[config.mk]
export PLATFORM = sky130hd
export DESIGN_NAME = imu_serial_frame_decoder_unit
export DESIGN_NICKNAME = d
export VERILOG_FILES = /design/src/design/imufd_pkg.sv /design/src/design/imufd_byte_cell.sv /design/src/design/imufd_scale_lane.sv /design/src/design/imu_serial_frame_decoder_unit.sv
export SDC_FILE = /design/constraint.sdc
export NUM_CORES = 2
export LEC_CHECK = 0
export ABC_AREA = 1
export BUFFER_PORTS_ARGS = -buffer_cell sky130_fd_sc_hd__buf_2
export CAP_MARGIN = 20
export CORE_MARGIN = 2
export CORE_UTILIZATION = 60
export DETAILED_ROUTE_END_ITERATION = 16
export GPL_ROUTABILITY_DRIVEN = 0
export PLACE_DENSITY = 0.79
export REMOVE_ABC_BUFFERS = 1
export SLEW_MARGIN = 20
export SYNTH_ARGS = -nofsm -noshare
export SYNTH_HDL_FRONTEND = slang
export SYNTH_SLANG_ARGS = --single-unit
[constraint.sdc]
create_clock -name clk -period 8.29 [get_ports clk]
set_input_delay 1.658 -clock clk [delete_from_list [all_inputs] [get_ports clk]]
set_output_delay 1.658 -clock clk [all_outputs]
set_load 0.005 [all_outputs]
[src/design/imufd_pkg.sv]
// ---------------------------------------------------------------------------
// imufd_pkg: shared types and constants of the IMU serial frame decoder
// Holds the frame layout constants, the frame kind codes and the control
// struct that the decoder hands to its axis scaling lanes.
// ---------------------------------------------------------------------------
package imufd_pkg;

  localparam int unsigned BYTE_W     = 8;
  localparam int unsigned FS_W       = 12;
  localparam int unsigned RAW_W      = 16;
  localparam int unsigned AXIS_W     = 28;
  localparam int unsigned KIND_W     = 3;
  localparam int unsigned POS_W      = 4;
  localparam int unsigned SUM_LEN    = 10;
  localparam int unsigned NUM_CELLS  = 10;

  localparam logic [BYTE_W-1:0] SYNC_BYTE  = 8'h55;
  localparam logic [BYTE_W-1:0] TYPE_ACCEL = 8'h51;
  localparam logic [BYTE_W-1:0] TYPE_GYRO  = 8'h52;
  localparam logic [BYTE_W-1:0] TYPE_ANGLE = 8'h53;
  localparam logic [BYTE_W-1:0] TYPE_MAG   = 8'h54;

  localparam logic [POS_W-1:0] POS_HUNT     = 4'd0;
  localparam logic [POS_W-1:0] POS_CHECKSUM = 4'd10;

  localparam logic [KIND_W-1:0] KIND_ACCEL = 3'd0;
  localparam logic [KIND_W-1:0] KIND_GYRO  = 3'd1;
  localparam logic [KIND_W-1:0] KIND_ANGLE = 3'd2;
  localparam logic [KIND_W-1:0] KIND_MAG   = 3'd3;
  localparam logic [KIND_W-1:0] KIND_OTHER = 3'd4;

  // Register indexes of the configuration port.
  localparam logic [1:0] REG_ACCEL_FS = 2'd0;
  localparam logic [1:0] REG_GYRO_FS  = 2'd1;
  localparam logic [1:0] REG_ANGLE_FS = 2'd2;
  localparam logic [1:0] REG_MAG_FS   = 2'd3;

  localparam logic [FS_W-1:0] ACCEL_FS_RESET = 12'd16;
  localparam logic [FS_W-1:0] GYRO_FS_RESET  = 12'd2000;
  localparam logic [FS_W-1:0] ANGLE_FS_RESET = 12'd180;
  localparam logic [FS_W-1:0] MAG_FS_RESET   = 12'd2;

  typedef struct packed {
    logic            load;
    logic [FS_W-1:0] fs;
  } scale_ctl_t;

endpackage

[src/design/imufd_byte_cell.sv]
// ---------------------------------------------------------------------------
// imufd_byte_cell: one byte cell of the frame shift chain
// Takes the byte of its upstream neighbor on every shift and offers its own
// byte to the downstream neighbor.
// ---------------------------------------------------------------------------
module imufd_byte_cell
  import imufd_pkg::*;
(
  input  logic              clk,
  input  logic              shift,
  input  logic [BYTE_W-1:0] d,
  output logic [BYTE_W-1:0] q
);

  logic [BYTE_W-1:0] data;

  always_ff @(posedge clk) begin
    if (shift) begin
      data <= d;
    end
  end

  assign q = data;

endmodule

[src/design/imufd_scale_lane.sv]
// ---------------------------------------------------------------------------
// imufd_scale_lane: one axis scaling lane
// Multiplies a signed raw axis count by the unsigned full scale of the frame
// kind and holds the product for the output transfer.
// ---------------------------------------------------------------------------
module imufd_scale_lane
  import imufd_pkg::*;
(
  input  logic              clk,
  input  scale_ctl_t        ctl,
  input  logic [RAW_W-1:0]  raw,
  output logic [AXIS_W-1:0] scaled
);

  logic signed [RAW_W+FS_W:0] product;
  logic [AXIS_W-1:0]          result;

  // The zero-extended full scale keeps the product signed and exact.
  assign product = $signed(raw) * $signed({1'b0, ctl.fs});

  always_ff @(posedge clk) begin
    if (ctl.load) begin
      result <= product[AXIS_W-1:0];
    end
  end

  assign scaled = result;

endmodule

[src/design/imu_serial_frame_decoder_unit.sv]
// ---------------------------------------------------------------------------
// imu_serial_frame_decoder_unit: IMU 11-byte serial frame decoder
// Bytes from the receiver enter on the input channel (in_valid, in_stall,
// rx_byte), one per transfer. The decoder hunts for the sync byte, shifts
// ten frame bytes through a chain of byte cells while keeping a running
// sum, and checks the eleventh byte against that sum. A good frame yields
// one result on the output channel (out_valid, out_stall and the result
// fields); a bad frame is dropped and the decoder hunts for sync again.
// One byte is taken per cycle while in_stall is low. The result appears
// in the cycle after the checksum byte is taken; the three axis multipliers
// sit in front of the output register. While a result waits on a stalled
// receiver, bytes keep flowing in; only a checksum byte is held back until
// the output register is free. Reset returns the decoder to sync hunting,
// empties the output and restores the full scale registers, which the APB
// port writes and reads at byte addresses 0, 4, 8 and 12.
// ---------------------------------------------------------------------------
module imu_serial_frame_decoder_unit
  import imufd_pkg::*;
(
  input  logic              clk,
  input  logic              rst,
  input  logic              psel,
  input  logic              penable,
  input  logic              pwrite,
  input  logic [3:0]        paddr,
  input  logic [31:0]       pwdata,
  output logic [31:0]       prdata,
  output logic              pready,
  input  logic              in_valid,
  output logic              in_stall,
  input  logic [BYTE_W-1:0] rx_byte,
  output logic              out_valid,
  input  logic              out_stall,
  output logic [KIND_W-1:0] frame_kind,
  output logic [BYTE_W-1:0] type_code,
  output logic [AXIS_W-1:0] x_scaled,
  output logic [AXIS_W-1:0] y_scaled,
  output logic [AXIS_W-1:0] z_scaled,
  output logic [RAW_W-1:0]  temp_centi
);

  logic [FS_W-1:0]   accel_fs;
  logic [FS_W-1:0]   gyro_fs;
  logic [FS_W-1:0]   angle_fs;
  logic [FS_W-1:0]   mag_fs;
  logic [POS_W-1:0]  position;
  logic [POS_W-1:0]  position_next;
  logic [BYTE_W-1:0] running_sum;
  logic [BYTE_W-1:0] running_sum_next;
  logic              result_valid;
  logic [KIND_W-1:0] kind_reg;
  logic [BYTE_W-1:0] type_reg;
  logic [RAW_W-1:0]  temp_reg;

  logic              cfg_write;
  logic [1:0]        cfg_index;
  logic              in_xfer;
  logic              out_xfer;
  logic              hunting;
  logic              shift;
  logic              frame_good;
  logic [KIND_W-1:0] kind_sel;
  scale_ctl_t        scale_ctl;

  logic [BYTE_W-1:0] cell_q [NUM_CELLS];

  // ---------------- configuration port ----------------
  assign pready    = 1'b1;
  assign cfg_write = psel && penable && pwrite && pready;
  assign cfg_index = paddr[3:2];

  always_ff @(posedge clk) begin
    if (rst) begin
      accel_fs <= ACCEL_FS_RESET;
      gyro_fs  <= GYRO_FS_RESET;
      angle_fs <= ANGLE_FS_RESET;
      mag_fs   <= MAG_FS_RESET;
    end else if (cfg_write) begin
      unique case (cfg_index)
        REG_ACCEL_FS: accel_fs <= pwdata[FS_W-1:0];
        REG_GYRO_FS:  gyro_fs  <= pwdata[FS_W-1:0];
        REG_ANGLE_FS: angle_fs <= pwdata[FS_W-1:0];
        REG_MAG_FS:   mag_fs   <= pwdata[FS_W-1:0];
        default: ;
      endcase
    end
  end

  always_comb begin
    prdata = '0;
    unique case (cfg_index)
      REG_ACCEL_FS: prdata[FS_W-1:0] = accel_fs;
      REG_GYRO_FS:  prdata[FS_W-1:0] = gyro_fs;
      REG_ANGLE_FS: prdata[FS_W-1:0] = angle_fs;
      REG_MAG_FS:   prdata[FS_W-1:0] = mag_fs;
      default:      prdata = '0;
    endcase
  end

  // ---------------- frame parser ----------------
  // A checksum byte waits while the output register still holds a result.
  assign in_stall = result_valid && (position == POS_CHECKSUM);
  assign in_xfer  = in_valid && !in_stall;
  assign out_xfer = result_valid && !out_stall;

  // A position past the checksum slot is treated as hunting.
  assign hunting = (position == POS_HUNT) || (position > POS_CHECKSUM);
  assign shift   = in_xfer && (hunting ? (rx_byte == SYNC_BYTE) : (position < POS_CHECKSUM));
  assign frame_good = in_xfer && !hunting && (position == POS_CHECKSUM)
                      && (rx_byte == running_sum);

  always_comb begin
    position_next    = position;
    running_sum_next = running_sum;
    if (in_xfer) begin
      priority if (hunting) begin
        if (rx_byte == SYNC_BYTE) begin
          position_next    = POS_HUNT + 4'd1;
          running_sum_next = rx_byte;
        end else begin
          position_next    = POS_HUNT;
          running_sum_next = '0;
        end
      end else if (position < POS_CHECKSUM) begin
        position_next    = position + 4'd1;
        running_sum_next = running_sum + rx_byte;
      end else begin
        position_next    = POS_HUNT;
        running_sum_next = '0;
      end
    end
  end

  always_ff @(posedge clk) begin
    if (rst) begin
      position    <= POS_HUNT;
      running_sum <= '0;
    end else begin
      position    <= position_next;
      running_sum <= running_sum_next;
    end
  end

  // Cell 0 takes the newest byte; after ten shifts cell k holds frame byte 9-k.
  for (genvar k = 0; k < NUM_CELLS; k++) begin : g_cell
    imufd_byte_cell u_cell (
      .clk   (clk),
      .shift (shift),
      .d     ((k == 0) ? rx_byte : cell_q[(k == 0) ? 0 : k-1]),
      .q     (cell_q[k])
    );
  end

  // ---------------- kind decode and scaling ----------------
  always_comb begin
    scale_ctl.load = frame_good;
    unique case (cell_q[8])
      TYPE_ACCEL: begin kind_sel = KIND_ACCEL; scale_ctl.fs = accel_fs; end
      TYPE_GYRO:  begin kind_sel = KIND_GYRO;  scale_ctl.fs = gyro_fs;  end
      TYPE_ANGLE: begin kind_sel = KIND_ANGLE; scale_ctl.fs = angle_fs; end
      TYPE_MAG:   begin kind_sel = KIND_MAG;   scale_ctl.fs = mag_fs;   end
      default:    begin kind_sel = KIND_OTHER; scale_ctl.fs = '0;       end
    endcase
  end

  imufd_scale_lane u_lane_x (
    .clk    (clk),
    .ctl    (scale_ctl),
    .raw    ({cell_q[6], cell_q[7]}),
    .scaled (x_scaled)
  );

  imufd_scale_lane u_lane_y (
    .clk    (clk),
    .ctl    (scale_ctl),
    .raw    ({cell_q[4], cell_q[5]}),
    .scaled (y_scaled)
  );

  imufd_scale_lane u_lane_z (
    .clk    (clk),
    .ctl    (scale_ctl),
    .raw    ({cell_q[2], cell_q[3]}),
    .scaled (z_scaled)
  );

  // ---------------- output register ----------------
  always_ff @(posedge clk) begin
    if (frame_good) begin
      kind_reg <= kind_sel;
      type_reg <= cell_q[8];
      temp_reg <= {cell_q[0], cell_q[1]};
    end
  end

  always_ff @(posedge clk) begin
    if (rst) begin
      result_valid <= 1'b0;
    end else if (frame_good) begin
      result_valid <= 1'b1;
    end else if (out_xfer) begin
      result_valid <= 1'b0;
    end
  end

  assign out_valid  = result_valid;
  assign frame_kind = kind_reg;
  assign type_code  = type_reg;
  assign temp_centi = temp_reg;

  // ---------------- assertions ----------------
  a_position_range: assert property (@(posedge clk) disable iff (rst)
    position <= POS_CHECKSUM)
    else $error("byte position left the frame");

  a_no_overwrite: assert property (@(posedge clk) disable iff (rst)
    frame_good |-> !result_valid)
    else $error("good frame would overwrite a pending result");

  a_other_zero: assert property (@(posedge clk) disable iff (rst)
    (result_valid && frame_kind == KIND_OTHER)
      |-> (x_scaled == '0 && y_scaled == '0 && z_scaled == '0))
    else $error("axes of an unknown frame kind are not zero");

  a_sync_first: assert property (@(posedge clk) disable iff (rst)
    (in_xfer && hunting && rx_byte != SYNC_BYTE) |=> (position == POS_HUNT))
    else $error("parser left hunting on a byte other than sync");

  a_result_after_check: assert property (@(posedge clk) disable iff (rst)
    $rose(result_valid) |-> ($past(position) == POS_CHECKSUM && position == POS_HUNT))
    else $error("result raised outside a checksum byte");

endmodule

# Word-level counts from Yosys, hierarchy flattened
# Index checks and enable logic that the tools add are counted.
op_classes:
  add_sub_neg: 2
  multipliers: 3
  order_cmp: 2
  n_eq_ne: 10
  muxes: 12
  reduce_logical: 20
ops:
  columns: ["op", "n"]
  rows:
  - ["$pmux 12 s4", 2]
  - ["$mul 16x13->28", 3]
  - ["$eq 8x7->1 const B", 5]
  - ["$mux 8", 3]
  - ["$pmux 3 s4", 1]
  - ["$logic_and 1x1->1", 9]
  - ["$add 8x8->8", 1]
  - ["$eq 8x8->1", 1]
  - ["$mux 4", 2]
  - ["$reduce_and 2->1", 4]
  - ["$add 4x1->4 const B", 1]
  - ["$eq 2x2->1 const B", 2]
  - ["$eq 4x4->1 const B", 1]
  - ["$gt 4x4->1 const B", 1]
  - ["$logic_not 4->1", 1]
  - ["$lt 4x4->1 const B", 1]
  - ["$mux 1", 4]
  - ["$logic_not 1->1", 3]
  - ["$eq 2x1->1 const B", 1]
  - ["$logic_not 2->1", 1]
  - ["$reduce_bool 2->1", 1]
  - ["$logic_or 1x1->1", 1]
word_totals:
  ff_bits: 244
  inputBits: 51
  output_inout_bits: 146
  wordCells: 71

# Longest topological paths before layout
logic_depth:
  ltp_word: 8
  mapped_depth: 34
  depth_no_buf: 32

# By module
# Synthesis repeated with hierarchy kept, for this count alone.
hier_totals:
  cells_unflattened: 4194
  hier_area_um2: 33175.6
by_module_without_submodules:
  columns: ["module", "instances", "cells_per_inst", "area_each_um2", "seq_area_each_um2"]
  rows:
  - ["imufd_scale_lane at u_lane_y", 1, 1175, 8823.5, 840.8]
  - ["imufd_scale_lane at u_lane_z", 1, 1181, 8819.7, 840.8]
  - ["imufd_scale_lane at u_lane_x", 1, 1175, 8792.2, 840.8]
  - ["imu_serial_frame_decoder_unit", 1, 591, 4578.1, 2031.9]
  - ["imufd_byte_cell", 9, 8, 240.2, 240.2]

# Least setup slack after synthesis
# Ideal clock, no wire load.
synth_timing:
  path_type: "register -> register"
  start: "reg g_cell[8].u_cell.data[0]"
  end: "reg u_lane_x.result[22] (netlist: u_lane_x.scaled[22]), data pin"
  setup_ns: 0.253
  t_arrival_ns: 5.280
  required_time_ns: 8.037
  path_slack_ns: 2.757
  stages_incl_launch_ff: 24
  path_buffers: 1
  period_less_slack_ns: 5.533
  cell_sequence: "edfxtp_1 > nor4_4 > buf_2 > nand3_1 > nand2_1 > nor2_8 > inv_2 > nand2_1 > fa_1 > fa_1 > inv_1 > fa_1 > fa_1 > inv_1 > fa_1 > inv_1 > ha_1 > nand2_1 > nor2_1 > inv_1 > nor2_1 > nand4_1 > nand4_1 > nand2_1"
synth_via:
  elab_chain_len: 3
  elab_cells_between_ends: 6
  cone_classes: "mul (1); eq/ne (4); mux (1)"
synth_rtl:
  columns: ["item", "line", "source"]
  rows:
  - ["from (decl)", "imufd_byte_cell.sv:15", "logic [BYTE_W-1:0] data;"]
  - ["from (signal assigned)", "imufd_byte_cell.sv:19", "data <= d;"]
  - ["$eq 8x7->1", "imu_serial_frame_decoder_unit.sv:157", "unique case (cell_q[8])"]
  - ["$pmux 12 s4 (*)", "imu_serial_frame_decoder_unit.sv:157", null]
  - ["$mul 16x13->28 (*)", "imufd_scale_lane.sv:19", "assign product = $signed(raw) * $signed({1'b0, ctl.fs});"]
  - ["named net u_lane_x.product[22]", "imufd_scale_lane.sv:15", "logic signed [RAW_W+FS_W:0] product;"]
  - ["to (signal assigned)", "imufd_scale_lane.sv:23", "result <= product[AXIS_W-1:0];"]
  - ["to (decl)", "imufd_scale_lane.sv:16", "logic [AXIS_W-1:0] result;"]
# The timed path passes the listed nets; every way through them passes the cells marked *.
# A chain may end at the register's enable or synchronous reset.

# Worst setup path after layout
layout_timing:
  start: "reg g_cell[8].u_cell.data[5]"
  end: "reg u_lane_x.result[27] (netlist: u_lane_x.scaled[27]), data pin"
# Same word-level chain as after synthesis.

==> results.json <==
{
  "setup_viol": 0,
  "hp-class": "reg2reg",
  "finalCritPeriodShare": 0.8659,
  "rows": 84,
  "crit_arrival_ns": 7.54,
  "synth_seq_cells": 244,
  "peakVddDrop_mv": 0.1492,
  "synth_common_cells": "1007 x inv_1, 852 x nand2_1, 526 x fa_1",
  "grt_use_total": 0.2851,
  "holdBufCountCts": 0,
  "ys_top_cells_by_area": "fa_1 33%, edfxtp_1 17%, inv_1 12%",
  "routedWlPerCell_um": 16.07,
  "p_comb_frac": 0.027,
  "ys_seq_area_frac": 0.2090,
  "drive_gt1_frac": 0.07424,
  "maxSlewHeadroom": 0.2756,
  "ys_warn_count": 0,
  "io_pins": 197,
  "die-height_um": 235.4,
  "hold_viol": 0,
  "grt-ovfl-total": 0,
  "async_flop_share": 0,
  "worstMarginPinSlew_ns": 1.083,
  "cts_max_path_buffers": 3,
  "root_buffer": "clkbuf_16",
  "fin_crit_ns": 7.179,
  "endpoint_kind": "flop",
  "cts.clk_slew.worst_paths_ns": 0.06,
  "max_freq_mhz": 139.3,
  "chipWidth_um": 235.4,
  "finish.utilization": 0.6471,
  "port_buffers": 153,
  "synthCells": 3885,
  "fill_cells": 4420,
  "grt_pass1_wl_mm": 127.2,
  "drtPass1Iterations": 8,
  "cap_viol_max_count": 0,
  "ant_nets": 0,
  "cts_setup_buffers": 0,
  "fin_skew_ns": 0.02324,
  "crit_path_max_fanout": 22,
  "worst_ep_required_time_ns": 8.65,
  "max_stage_delay_ns": 0.66,
  "power_density_mw_per_mm2": 78.21,
  "p_leak_uw": 0.01864,
  "p_switching_uw": 628.5,
  "multi_input_area_mm2": 0.02089,
  "htreeDepth": 1,
  "crit_type": "reg2reg",
  "start_util": 0.6091,
  "synth.largest_area_cell": "fa_1",
  "via_count": 24840,
  "antenna_found_initial": 3,
  "dieArea_mm2": 0.05543,
  "pwr-share-clk": 0.483,
  "synth.top_cell.area_share": 0.3277,
  "grt_max_degree": 73,
  "dr.first_iter.drc_count": 1737,
  "insertion_delay_ns": 0.60,
  "core-area_mm2": 0.05276,
  "critPathLaunchType": "flop",
  "routed_wl_mm": 75.61,
  "area_growth_pct": 6.241,
  "grt_pass1_vias": 25990,
  "cts_tree": "done",
  "worst_path_max_delay_cell": "nor3_4",
  "seqCellArea_mm2": 0.006716,
  "dp_hpwl_mm": 58.51,
  "cts_buffers": 29,
  "swShare": 0.2354,
  "synth_area_mm2": 0.03214,
  "fin_setup_tns_ns": 0,
  "via_per_inst": 5.281,
  "rsz0062_at_grt": "false",
  "slew_violations": 0,
  "run_status": "finished clean",
  "cts_resized": 0,
  "cts.sinks": 244,
  "cpMostUsedCell": "nand2_1",
  "drcViolationCount": 0,
  "ys.flop_type": "edfxtp_1",
  "intPower_uw": 2042,
  "nets": 4770,
  "synth_cell_types": 36,
  "synth_edf_count": 183,
  "seqPwrFrac": 0.490,
  "syn_avg_cell_area_um2": 8.272,
  "synth.most_common_cell": "inv_1"
}
==> metrics by stage <==
stage | hold WS (ns) | worst slack (ns) | power [µW] | cell area [µm²] | instances
after floorplan | 0.4215 | 2.035 | 1373 | 31430 | 3793
after global placement | 0.4285 | 1.320 | 1404 | 33180 | 4648
after detailed placement | 0.4304 | 1.224 | 1406 | 33180 | 4648
after CTS | 0.4473 | 1.191 | 2704 | 34140 | 4702
after global routing | 0.4676 | 0.7176 | 2756 | 34140 | 4702
final | 0.4486 | 1.111 | 2670 | 34140 | 4704
==> registers in the layout (all words and copies together), names as in the netlist, 4 cells and up <==
register and cells:
angle_fs 12, type_code 8, temp_centi 16, position 4
accel_fs 12, gyro_fs 12, g_cell.u_cell.q 72, u_lane_x.scaled 28
u_lane_y.scaled 28, mag_fs 12, running_sum 8, u_lane_z.scaled 28
==> power by group through the flow <==
stage	Sequential (µW)	Clock [µW]	Combinational (µW)
after floorplan	1330	0	39.6
after global placement	1340	0	69.1
after detailed placement	1340	0	70.4
after CTS	1310	1320	70.9
after global routing	1310	1370	79.5
final	1310	1290	71.6
==> cell type report <==
class	instances	area share
antenna	2	0.0001466
clock buffer	30	0.02137
clock inverter	24	0.006560
inverter	1021	0.1125
multi-input combinational	2528	0.6119
sequential	244	0.1967
tap	688	0.02521
timing repair buffer	167	0.02551
==> cells in the final DEF, fill, tap and decap left out, drive strengths merged, types with 61 or more instances in the layout <==
cell type  netlist  layout
inv           1018    1024
nand2          871     871
fa             526     526
nor2           521     521
ha             202     202
edfxtp         183     183
buf             90     167
nand3          123     123
a21oi           69      69
o21ai           63      63
dfxtp           61      61
==> kinds of logic after synthesis <==
| family | Yosys count | synth area share |
|---|---|---|
| compound gates | 146 | 0.02387 |
| xor+xnor | 48 | 0.01308 |
| fa+ha+maj | 728 | 0.4063 |
| buf+inv | 1132 | 0.1436 |
| flops | 244 | 0.2090 |
| other cells | 2 | 0.0002337 |
| simple gates | 1585 | 0.2039 |
==> metal layers <==
metal | vias up | wire length, µm | global-route usage
met2 | 1041 | 37130 | 0.4923
met3 | 228 | 6670 | 0.05734
li1 | 11580 | - | -
met1 | 11990 | 28480 | 0.3476
met4 | 2 | 3317 | 0.1251
met5 | - | 16 | 0
==> path summary, 6_finish.rpt <==
| kind | from | endpoint | slack [ns] | depth (start not counted) |
|---|---|---|---|---|
| worst max-delay path | g_cell[8].u_cell.q[5] | u_lane_x.scaled[27] | 1.11 | 28 |
| worst min-delay path | g_cell[0].u_cell.q[2] | g_cell[1].u_cell.q[2] | 0.45 | 0 |
| worst max register to register | g_cell[8].u_cell.q[5] | u_lane_x.scaled[27] | 1.11 | 28 |
| worst min register to register | g_cell[0].u_cell.q[2] | g_cell[1].u_cell.q[2] | 0.45 | 0 |
==> worst max-delay path: cells and delay by family, from the launching register on <==
kind | cells | cell delay [ns]
simple gates | 15 | 2.38
flops | 1 | 0.39
fa+ha+maj | 6 | 2.91
buf+inv | 7 | 1.21
Note: power is estimated with default switching activity, not from simulation.
